File: src/rtl/core/htw_pkg.sv
// ----------------------------------------------------------------------------
// Hashed timer wheel package
// Shared types and operation codes for the timer wheel block.
// ----------------------------------------------------------------------------
package htw_pkg;

    localparam logic [23:0] LEFT_MAX   = 24'hFFFFFF;

    typedef enum logic [2:0] {
        OP_TICK      = 3'd0,
        OP_REG_LOOP  = 3'd1,
        OP_REG_LIMIT = 3'd2,
        OP_REG_DELAY = 3'd3,
        OP_UNREG     = 3'd4,
        OP_QUERY     = 3'd5
    } t_op;

    typedef struct packed {
        logic [2:0]  operation;
        logic [3:0]  timer_id;
        logic [23:0] interval;
        logic [15:0] repeat_count;
    } t_req;

    typedef struct packed {
        logic [3:0]  result_id;
        logic        fired;
        logic [23:0] left_time;
        logic        status;
        logic        last;
    } t_res;

    typedef enum logic [2:0] {
        ST_IDLE,
        ST_CMD,
        ST_QMUL,
        ST_SCAN,
        ST_DONE
    } t_state;

    // Controller to datapath commands.
    typedef struct packed {
        logic load;      // capture request
        logic cmd_exec;  // perform single-entry command and emit result
        logic qmul;      // register query product
        logic q_emit;    // emit query result
        logic scan_step; // visit one entry of the tick scan
        logic scan_init; // advance slot, clear scan index
    } t_ctl;

    // Datapath to controller status.
    typedef struct packed {
        logic is_tick;
        logic is_query;
        logic scan_end;
    } t_sts;

endpackage

File: src/rtl/core/htw_datapath.sv
// ----------------------------------------------------------------------------
// Hashed timer wheel datapath
// Timer table, slot counter, scan index and result register.
// ----------------------------------------------------------------------------
module htw_datapath #(
    parameter int unsigned TIMER_COUNT = 16,
    parameter int unsigned SLOT_COUNT  = 64,
    parameter int unsigned SLOT_TIME   = 16
) (
    input  logic           i_clk,
    input  logic           i_rst_n,
    input  htw_pkg::t_req  i_req,
    input  htw_pkg::t_ctl  i_ctl,
    output htw_pkg::t_sts  o_sts,
    output logic           o_strobe,
    output htw_pkg::t_res  o_res
);
    localparam int unsigned SW = (SLOT_COUNT > 1) ? $clog2(SLOT_COUNT) : 1;
    localparam int unsigned IW = (TIMER_COUNT > 1) ? $clog2(TIMER_COUNT) : 1;
    localparam int unsigned CW = $clog2(TIMER_COUNT + 1);
    localparam int unsigned TW = 24;

    // Table storage; valid bits reset, payload does not.
    logic [TIMER_COUNT-1:0] r_valid;
    logic [TIMER_COUNT-1:0] r_loop;
    logic [23:0]            r_intv [TIMER_COUNT];
    logic [15:0]            r_cnt  [TIMER_COUNT];
    logic [SW-1:0]          r_slot [TIMER_COUNT];
    logic [TW-1:0]          r_rot  [TIMER_COUNT];

    logic [SW-1:0] r_cur;
    htw_pkg::t_req r_req;
    logic [CW-1:0] r_idx;
    logic [47:0]   r_prod;
    logic [SW-1:0] r_diff;
    logic          r_strobe;
    logic          n_strobe;
    htw_pkg::t_res r_res;
    htw_pkg::t_res n_res;
    logic          r_pend;
    logic [IW-1:0] r_pend_id;

    logic          in_tab;
    logic [IW-1:0] id;
    logic [IW-1:0] si;
    logic [TW-1:0] ticks;
    logic [TW-1:0] cmd_rot;
    logic [SW-1:0] cmd_slot;
    logic [TW-1:0] sc_rot;
    logic [SW-1:0] sc_slot;
    logic          due;
    logic [15:0]   cnt_dec;
    logic [48:0]   left_sum;

    assign id     = r_req.timer_id[IW-1:0];
    assign in_tab = ({28'd0, r_req.timer_id} < 32'(TIMER_COUNT));
    assign si     = r_idx[IW-1:0];

    // Schedule from the requested or stored interval; divisions are by constants.
    function automatic logic [TW-1:0] f_ticks(input logic [23:0] iv);
        f_ticks = TW'(iv / SLOT_TIME);
    endfunction

    assign ticks    = f_ticks(r_req.interval);
    assign cmd_rot  = TW'(ticks / SLOT_COUNT);
    assign cmd_slot = SW'((32'(ticks % SLOT_COUNT) + 32'(r_cur)) % SLOT_COUNT);
    assign sc_rot   = TW'(f_ticks(r_intv[si]) / SLOT_COUNT);
    assign sc_slot  = SW'((32'(f_ticks(r_intv[si]) % SLOT_COUNT) + 32'(r_cur)) % SLOT_COUNT);
    assign cnt_dec  = (r_cnt[si] != 16'd0) ? r_cnt[si] - 16'd1 : 16'd0;
    assign due      = r_valid[si] && (r_slot[si] == r_cur) && (r_rot[si] == '0);
    assign left_sum = {1'b0, r_prod} + 49'(32'(r_diff) * SLOT_TIME);

    assign o_sts.is_tick  = (r_req.operation == htw_pkg::OP_TICK);
    assign o_sts.is_query = (r_req.operation == htw_pkg::OP_QUERY);
    assign o_sts.scan_end = (r_idx == CW'(TIMER_COUNT));

    // Next result and strobe. During the scan, fired ids are held in a pending
    // register so that the final one can carry last.
    always_comb begin
        n_strobe = 1'b0;
        n_res    = r_res;
        if (i_ctl.cmd_exec) begin
            n_strobe        = 1'b1;
            n_res           = '0;
            n_res.result_id = r_req.timer_id;
            n_res.last      = 1'b1;
            case (r_req.operation)
                htw_pkg::OP_REG_LOOP:
                    n_res.status = !in_tab;
                htw_pkg::OP_REG_LIMIT, htw_pkg::OP_REG_DELAY:
                    n_res.status = !in_tab || (r_req.operation == htw_pkg::OP_REG_DELAY
                                               && r_valid[id]);
                htw_pkg::OP_UNREG:
                    n_res.status = !(in_tab && r_valid[id]);
                default:
                    n_res.status = 1'b1;
            endcase
        end
        if (i_ctl.q_emit) begin
            n_strobe        = 1'b1;
            n_res           = '0;
            n_res.result_id = r_req.timer_id;
            n_res.last      = 1'b1;
            if (!(in_tab && r_valid[id])) begin
                n_res.status = 1'b1;
            end else begin
                n_res.left_time = (left_sum > 49'(htw_pkg::LEFT_MAX))
                                  ? htw_pkg::LEFT_MAX : left_sum[23:0];
            end
        end
        if (i_ctl.scan_step) begin
            if (o_sts.scan_end) begin
                n_strobe        = r_pend;
                n_res           = '0;
                n_res.result_id = 4'(r_pend_id);
                n_res.fired     = 1'b1;
                n_res.last      = 1'b1;
            end else if (due && r_pend) begin
                n_strobe        = 1'b1;
                n_res           = '0;
                n_res.result_id = 4'(r_pend_id);
                n_res.fired     = 1'b1;
            end
        end
    end

    // Control registers.
    always_ff @(posedge i_clk) begin
        if (!i_rst_n) begin
            r_valid  <= '0;
            r_cur    <= '0;
            r_strobe <= 1'b0;
            r_pend   <= 1'b0;
            r_idx    <= '0;
        end else begin
            r_strobe <= n_strobe;
            if (i_ctl.scan_init) begin
                r_cur  <= (r_cur == SW'(SLOT_COUNT - 1)) ? '0 : r_cur + SW'(1);
                r_idx  <= '0;
                r_pend <= 1'b0;
            end
            if (i_ctl.cmd_exec) begin
                if (in_tab) begin
                    case (r_req.operation)
                        htw_pkg::OP_REG_LOOP, htw_pkg::OP_REG_LIMIT:
                            r_valid[id] <= 1'b1;
                        htw_pkg::OP_REG_DELAY:
                            r_valid[id] <= 1'b1;
                        htw_pkg::OP_UNREG:
                            r_valid[id] <= 1'b0;
                        default: ;
                    endcase
                end
            end
            // Scan: remember the latest fired id and retire spent timers.
            if (i_ctl.scan_step) begin
                if (o_sts.scan_end) begin
                    r_pend <= 1'b0;
                end else begin
                    r_idx <= r_idx + CW'(1);
                    if (due) begin
                        r_pend    <= 1'b1;
                        r_pend_id <= si;
                        if (!r_loop[si] && cnt_dec == 16'd0) r_valid[si] <= 1'b0;
                    end
                end
            end
        end
    end

    // Payload registers.
    always_ff @(posedge i_clk) begin
        if (i_ctl.load) r_req <= i_req;
        if (i_ctl.qmul) begin
            r_prod <= 48'(r_rot[id]) * 48'(SLOT_COUNT * SLOT_TIME);
            r_diff <= SW'((32'(r_slot[id]) + SLOT_COUNT - 32'(r_cur)) % SLOT_COUNT);
        end
        r_res <= n_res;
        if (i_ctl.cmd_exec && in_tab) begin
            case (r_req.operation)
                htw_pkg::OP_REG_LOOP: begin
                    r_loop[id] <= 1'b1;
                    r_intv[id] <= r_req.interval;
                    r_cnt[id]  <= '0;
                    r_rot[id]  <= '0;
                    r_slot[id] <= (r_cur == SW'(SLOT_COUNT - 1)) ? '0 : r_cur + SW'(1);
                end
                htw_pkg::OP_REG_LIMIT, htw_pkg::OP_REG_DELAY: begin
                    if (!(r_req.operation == htw_pkg::OP_REG_DELAY && r_valid[id])) begin
                        r_loop[id] <= 1'b0;
                        r_intv[id] <= r_req.interval;
                        r_cnt[id]  <= (r_req.operation == htw_pkg::OP_REG_DELAY ||
                                       r_req.repeat_count == 16'd0) ? 16'd1
                                      : r_req.repeat_count;
                        r_rot[id]  <= cmd_rot;
                        r_slot[id] <= cmd_slot;
                    end
                end
                default: ;
            endcase
        end
        // Visit one entry: count down its rotation, or on firing reschedule it if it repeats.
        if (i_ctl.scan_step && !o_sts.scan_end) begin
            if (r_valid[si] && r_slot[si] == r_cur) begin
                if (r_rot[si] != '0) begin
                    r_rot[si] <= r_rot[si] - TW'(1);
                end else if (r_loop[si]) begin
                    r_rot[si]  <= sc_rot;
                    r_slot[si] <= sc_slot;
                end else begin
                    r_cnt[si] <= cnt_dec;
                    if (cnt_dec != 16'd0) begin
                        r_rot[si]  <= sc_rot;
                        r_slot[si] <= sc_slot;
                    end
                end
            end
        end
    end

    assign o_strobe = r_strobe;
    assign o_res    = r_res;
endmodule

File: src/rtl/core/htw_ctrl.sv
// ----------------------------------------------------------------------------
// Hashed timer wheel controller
// Sequences command execution, query arithmetic and the tick scan.
// ----------------------------------------------------------------------------
module htw_ctrl (
    input  logic           i_clk,
    input  logic           i_rst_n,
    input  logic           i_start,
    input  htw_pkg::t_sts  i_sts,
    output logic           o_busy,
    output htw_pkg::t_ctl  o_ctl
);
    htw_pkg::t_state r_state;
    htw_pkg::t_state n_state;

    // State register.
    always_ff @(posedge i_clk) begin
        if (!i_rst_n) begin
            r_state <= htw_pkg::ST_IDLE;
        end else begin
            r_state <= n_state;
        end
    end

    // Next state.
    always_comb begin
        n_state = r_state;
        case (r_state)
            htw_pkg::ST_IDLE: if (i_start) n_state = htw_pkg::ST_CMD;
            htw_pkg::ST_CMD: begin
                if (i_sts.is_tick)       n_state = htw_pkg::ST_SCAN;
                else if (i_sts.is_query) n_state = htw_pkg::ST_QMUL;
                else                     n_state = htw_pkg::ST_DONE;
            end
            htw_pkg::ST_QMUL: n_state = htw_pkg::ST_DONE;
            htw_pkg::ST_SCAN: if (i_sts.scan_end) n_state = htw_pkg::ST_DONE;
            htw_pkg::ST_DONE: n_state = htw_pkg::ST_IDLE;
            default: n_state = htw_pkg::ST_IDLE;
        endcase
    end

    // Outputs.
    always_comb begin
        o_ctl  = '0;
        o_busy = (r_state != htw_pkg::ST_IDLE);
        case (r_state)
            htw_pkg::ST_IDLE: o_ctl.load = i_start;
            htw_pkg::ST_CMD: begin
                o_ctl.scan_init = i_sts.is_tick;
                o_ctl.qmul      = i_sts.is_query;
                o_ctl.cmd_exec  = !i_sts.is_tick && !i_sts.is_query;
            end
            htw_pkg::ST_QMUL: o_ctl.q_emit = 1'b1;
            htw_pkg::ST_SCAN: o_ctl.scan_step = 1'b1;
            htw_pkg::ST_DONE: ;
            default: ;
        endcase
    end
endmodule

File: src/rtl/core/hashed_timer_wheel_unit.sv
// ----------------------------------------------------------------------------
// Hashed timer wheel unit
// Timer table on a slotted wheel with register, unregister, query and tick.
// ----------------------------------------------------------------------------
// One request at a time. After the accepting edge, busy stays high while the
// controller walks its states: CMD and DONE for a register, unregister or
// unknown request, CMD, QMUL and DONE for a query (QMUL forms the
// remaining-time product) and CMD, SCAN and DONE for a tick, the scan visiting
// one table entry per cycle plus a final step to flush the last fired id. A new
// request can be accepted as soon as busy falls. Each result appears for one
// cycle with o_valid high and cannot be held off; the last result of a request
// has last set, and a tick that fires nothing gives no result.
module hashed_timer_wheel_unit #(
    parameter int unsigned TIMER_COUNT = 16,
    parameter int unsigned SLOT_COUNT  = 64,
    parameter int unsigned SLOT_TIME   = 16
) (
    input  logic           i_clk,
    input  logic           i_rst_n,
    input  logic           start,
    output logic           busy,
    input  htw_pkg::t_req  i_req,
    output logic           o_valid,
    output htw_pkg::t_res  o_res
);
    htw_pkg::t_ctl ctl;
    htw_pkg::t_sts sts;

    htw_ctrl u_ctrl (
        .i_clk   (i_clk),
        .i_rst_n (i_rst_n),
        .i_start (start),
        .i_sts   (sts),
        .o_busy  (busy),
        .o_ctl   (ctl)
    );

    htw_datapath #(
        .TIMER_COUNT (TIMER_COUNT),
        .SLOT_COUNT  (SLOT_COUNT),
        .SLOT_TIME   (SLOT_TIME)
    ) u_dp (
        .i_clk    (i_clk),
        .i_rst_n  (i_rst_n),
        .i_req    (i_req),
        .i_ctl    (ctl),
        .o_sts    (sts),
        .o_strobe (o_valid),
        .o_res    (o_res)
    );
endmodule

File: config.mk
export PLATFORM = sky130hd
export DESIGN_NAME = hashed_timer_wheel_unit
export DESIGN_NICKNAME = d
export VERILOG_FILES = /design/src/rtl/core/htw_pkg.sv /design/src/rtl/core/htw_datapath.sv /design/src/rtl/core/htw_ctrl.sv /design/src/rtl/core/hashed_timer_wheel_unit.sv
export SDC_FILE = /design/constraint.sdc
export NUM_CORES = 2
export LEC_CHECK = 0
export BUFFER_PORTS_ARGS = -buffer_cell sky130_fd_sc_hd__buf_2
export CORE_AREA = 2 2 421 214
export CTS_BUF_LIST = sky130_fd_sc_hd__clkbuf_8
export CTS_CLUSTER_DIAMETER = 150
export DETAILED_ROUTE_END_ITERATION = 8
export DIE_AREA = 0 0 423 216
export PLACE_DENSITY = 0.86
export SYNTH_ARGS = -nofsm -noshare
export SYNTH_HDL_FRONTEND = slang
export SYNTH_SLANG_ARGS = --single-unit
export TNS_END_PERCENT = 5
File: constraint.sdc
create_clock -name i_clk -period 18.7 [get_ports i_clk]
set_input_delay 0.935 -clock i_clk [delete_from_list [all_inputs] [get_ports i_clk]]
set_output_delay 0.935 -clock i_clk [all_outputs]
set_load 0.03 [all_outputs]
==> flow_summary_export.csv <==
group,metric,value,unit
floorplanning,io_pins,83,
global_route,grtUsageTotal,0.295,
floorplanning,die-area,91400,um^2
place,gp_congestion,0.954,
critical_path,cp.arrival,8670,ps
sta,period_share,0.440,
synth,synth_compound_area_frac,0.0313,
synth,yosysSeqAreaShare,0.687,
hold_path,min_path_type,"in2reg",
critical_path,end_kind,"flip-flop",
cells_and_area,syn_to_final_growth,9.86,%
clocking,postCtsSetupRepairBufs,0,
critical_path,cp_max_fo,109,
floorplanning,rows,77,
sta,report.final.setup_viol,0,
outcome,outcome,"completed",
cells_and_area,design_area,57300,um^2
critical_path,critical_path_required,19140,ps
cells_and_area,final_core_util,0.654,
power,p_int,4.00,mW
synth,synth_cell_types,73,
power,netSwitchingFraction,0.223,
detailed_routing,ant_nets,0,
place,dp.cells,3830,
clocking,cts_sinks,1216,
floorplanning,core,87700,um^2
floorplanning,initial_core_util,0.595,
power,power_frac_seq,0.587,
critical_path,rr_worst_depth,15,
detailed_routing,routedWlPerCell,32.1,um
global_route,grt_pass1_vias,28700,
power,clkPwrFrac,0.377,
global_route,antenna_found_initial,2,
clocking,cts_tree,"done",
place,post-place-ws,10620,ps
power,finalPower,5.15,mW
synth,synth-xor-area-share,0.00974,
power,p_per_area,89.8,nW/um^2
hold_path,min_path_cells,1,
sta,hold_violations,0,
critical_path,path_class,"reg2reg",
synth,avgSynthCellArea,19.8,um^2
critical_path,r2r-start,"u_dp.r_idx[1]$_SDFF_PN0_",
sta,fin_ws,10470,ps
synth,synth-async-reset-ratio,0,
cells_and_area,fin_cells,4126,
sta,tightest_slew,1280,ps
synth,syn-num-nets,2715,
synth,ys_top_cells_by_area,"edfxtp_1 66%, mux4_2 21%, dfxtp_1 2.6%",
synth,synth_top_family_by_area,"multiplexers",
clocking,cts_buffers,161,
global_route,grt_overflow_total,0,
sta,fin_worst_skew,40.8,ps
synth,synthAdderAreaFrac,0.00643,
hold_path,whs_endpoint,"u_dp.r_req[36]$_DFFE_PP_",
detailed_routing,drt-total-wl,133,mm
clocking,clk_pin_slew,70,ps
sta,fmax,122,MHz
synth,muxShareOfSynthArea,0.213,
clocking,hold_buffers,0,
floorplanning,chipWidth,423,um
detailed_routing,drtPass1Iterations,5,
detailed_routing,drt_iter0_drc,4939,
synth,netlist.area_leader.share,0.661,
power,ir_worst_vdd,70.7,uV
synth,synth_edf_count,1149,
detailed_routing,route.detailed.drc,0,
hold_path,hp-start,"i_req[36]",
place,io_buffers,78,
clocking,ctsLongestPathBuffers,3,
sta,slew_viol_final,0,
detailed_routing,viasPerCell,7.00,
synth,yosysWarnings,0,
clocking,cts_root_buffer,"clkbuf_8",
critical_path,cp-start-kind,"flip-flop",
place,dpl_cell_area,54300,um^2
sta,grt_setup_unrepaired,"false",
global_route,grt_max_degree,110,
job,cap_violations,0,
synth,synth.cells.most_frequent,"1149 x edfxtp_1, 480 x mux4_2, 121 x nand2_1, 84 x clkbuf_1, 72 x nor2_1",
sta,hold-worst-slack,278,ps
clocking,cts.repair.resized,0,
synth,yosys.area.top_type,"edfxtp_1",
detailed_routing,via_count,28900,
synth,synth_area,52200,um^2
clocking,cts-htree-levels,4,
synth,synth_simple_gate_area_frac,0.0341,
critical_path,crit_path_start,"u_dp.r_idx[1]$_SDFF_PN0_",
place,dp_hpwl,83.2,mm
power,power_frac_comb,0.036,
critical_path,r2r_slack,10470,ps
sta,relSlewSlack,0.144,
sta,setup_tns,0,ps
cells_and_area,layout.nets,2883,
critical_path,r2r_end,"u_dp.r_slot[3][4]$_DFFE_PP_",
floorplanning,die_h,216,um
power,power_leakage,16.7,nW
global_route,grt_pass1_wl,193,mm
synth,syn_inst,2640,
sta,fin_crit,8230,ps
synth,ys_seq_elements,1216,
synth,synth.most_common_cell,"edfxtp_1",
clocking,clkLatencyLatePin,840,ps
cells_and_area,drive_above_1_share,0.315,
power,power_switching,1.15,mW
synth,synth_ff_type,"edfxtp_1",
## cells by family after synthesis
family	Yosys count
flip-flops	1216
multiplexers	507
buffers and inverters	221
adder cells (fa/ha/maj)	25
AO/OA/AOI/OAI	256
XOR/XNOR	58
AND/OR/NAND/NOR	357
## critical path, cell delays in order (launching register included)
cell	delay (ps)
dfxtp_4	1090
buf_4	830
buf_12	510
mux4_2	410
nand2_1	80
nand4_1	240
inv_2	180
ha_1	270
or4b_1	560
nand2_1	110
xnor2_1	170
nor4b_1	790
a41oi_1	620
o21ai_2	280
buf_4	370
mux2i_1	1040
## cell usage in the layout, fill, tap and decap left out, drive strengths merged, types with 21 or more instances in the layout
cell type  count
a21oi         27
buf          162
clkbuf       175
clkinv        51
dfxtp         67
edfxtp      1149
ha            22
inv          125
mux4         480
nand2        121
nand3         26
nor2          73
o21ai        116
o2bb2ai       21
or2           22
xnor2         43
## flip-flops by register name, indices dropped and copies added (netlist names), 3 cells and up, named ones only
name and cells:
u_dp.r_rot 384, u_dp.r_intv 320, u_dp.r_cnt 256, u_dp.r_slot 96
u_dp.r_req 39, u_dp.o_res 31, u_dp.r_prod 24, u_dp.r_valid 16
u_dp.r_cur 6, u_dp.r_diff 6, u_dp.r_idx 5, u_dp.id 4
u_dp.r_pend_id 4, u_ctrl.r_state 3
## per-layer routing
metal  share of wire  global-route usage  vias up
met5               0                   0        -
met4           0.023              0.0807        0
met3            0.16               0.106      214
met2            0.43               0.410     2424
met1            0.38               0.445    14900
li1                -                   -    11400
## power groups by stage
stage	Combinational (mW)	Clock, mW	Sequential (mW)
5_1_grt	0.197	2.06	3.02
6_report	0.187	1.94	3.02
4_1_cts	0.186	1.95	3.02
3_5_place_dp	0.185	0	3.08
2_1_floorplan	0.117	0	3.07
3_3_place_gp	0.180	0	3.07
## worst max path at each step
stage                              endpoint  slack [ps]
6_report        u_dp.r_slot[3][4]$_DFFE_PP_       10470
5_1_grt         u_dp.r_cnt[2][13]$_DFFE_PP_       10090
4_1_cts         u_dp.r_slot[0][1]$_DFFE_PP_       10620
3_5_place_dp   u_dp.r_slot[10][1]$_DFFE_PP_       10620
3_3_place_gp   u_dp.r_slot[10][1]$_DFFE_PP_       10900
2_1_floorplan    u_dp.r_cnt[0][0]$_DFFE_PP_       12520
## area by class of cell
type                    instances  area (um^2)
multi-input cells            1203        15600
inverters                      64          240
repair buffers                162         1060
diodes                          1         2.50
well taps                    1185         1480
fillers                      5582        30400
flip-flops and latches       1216        35900
clock inverters               120          649
clock buffers                 175         2410
Power figures use the tool's default switching activity.
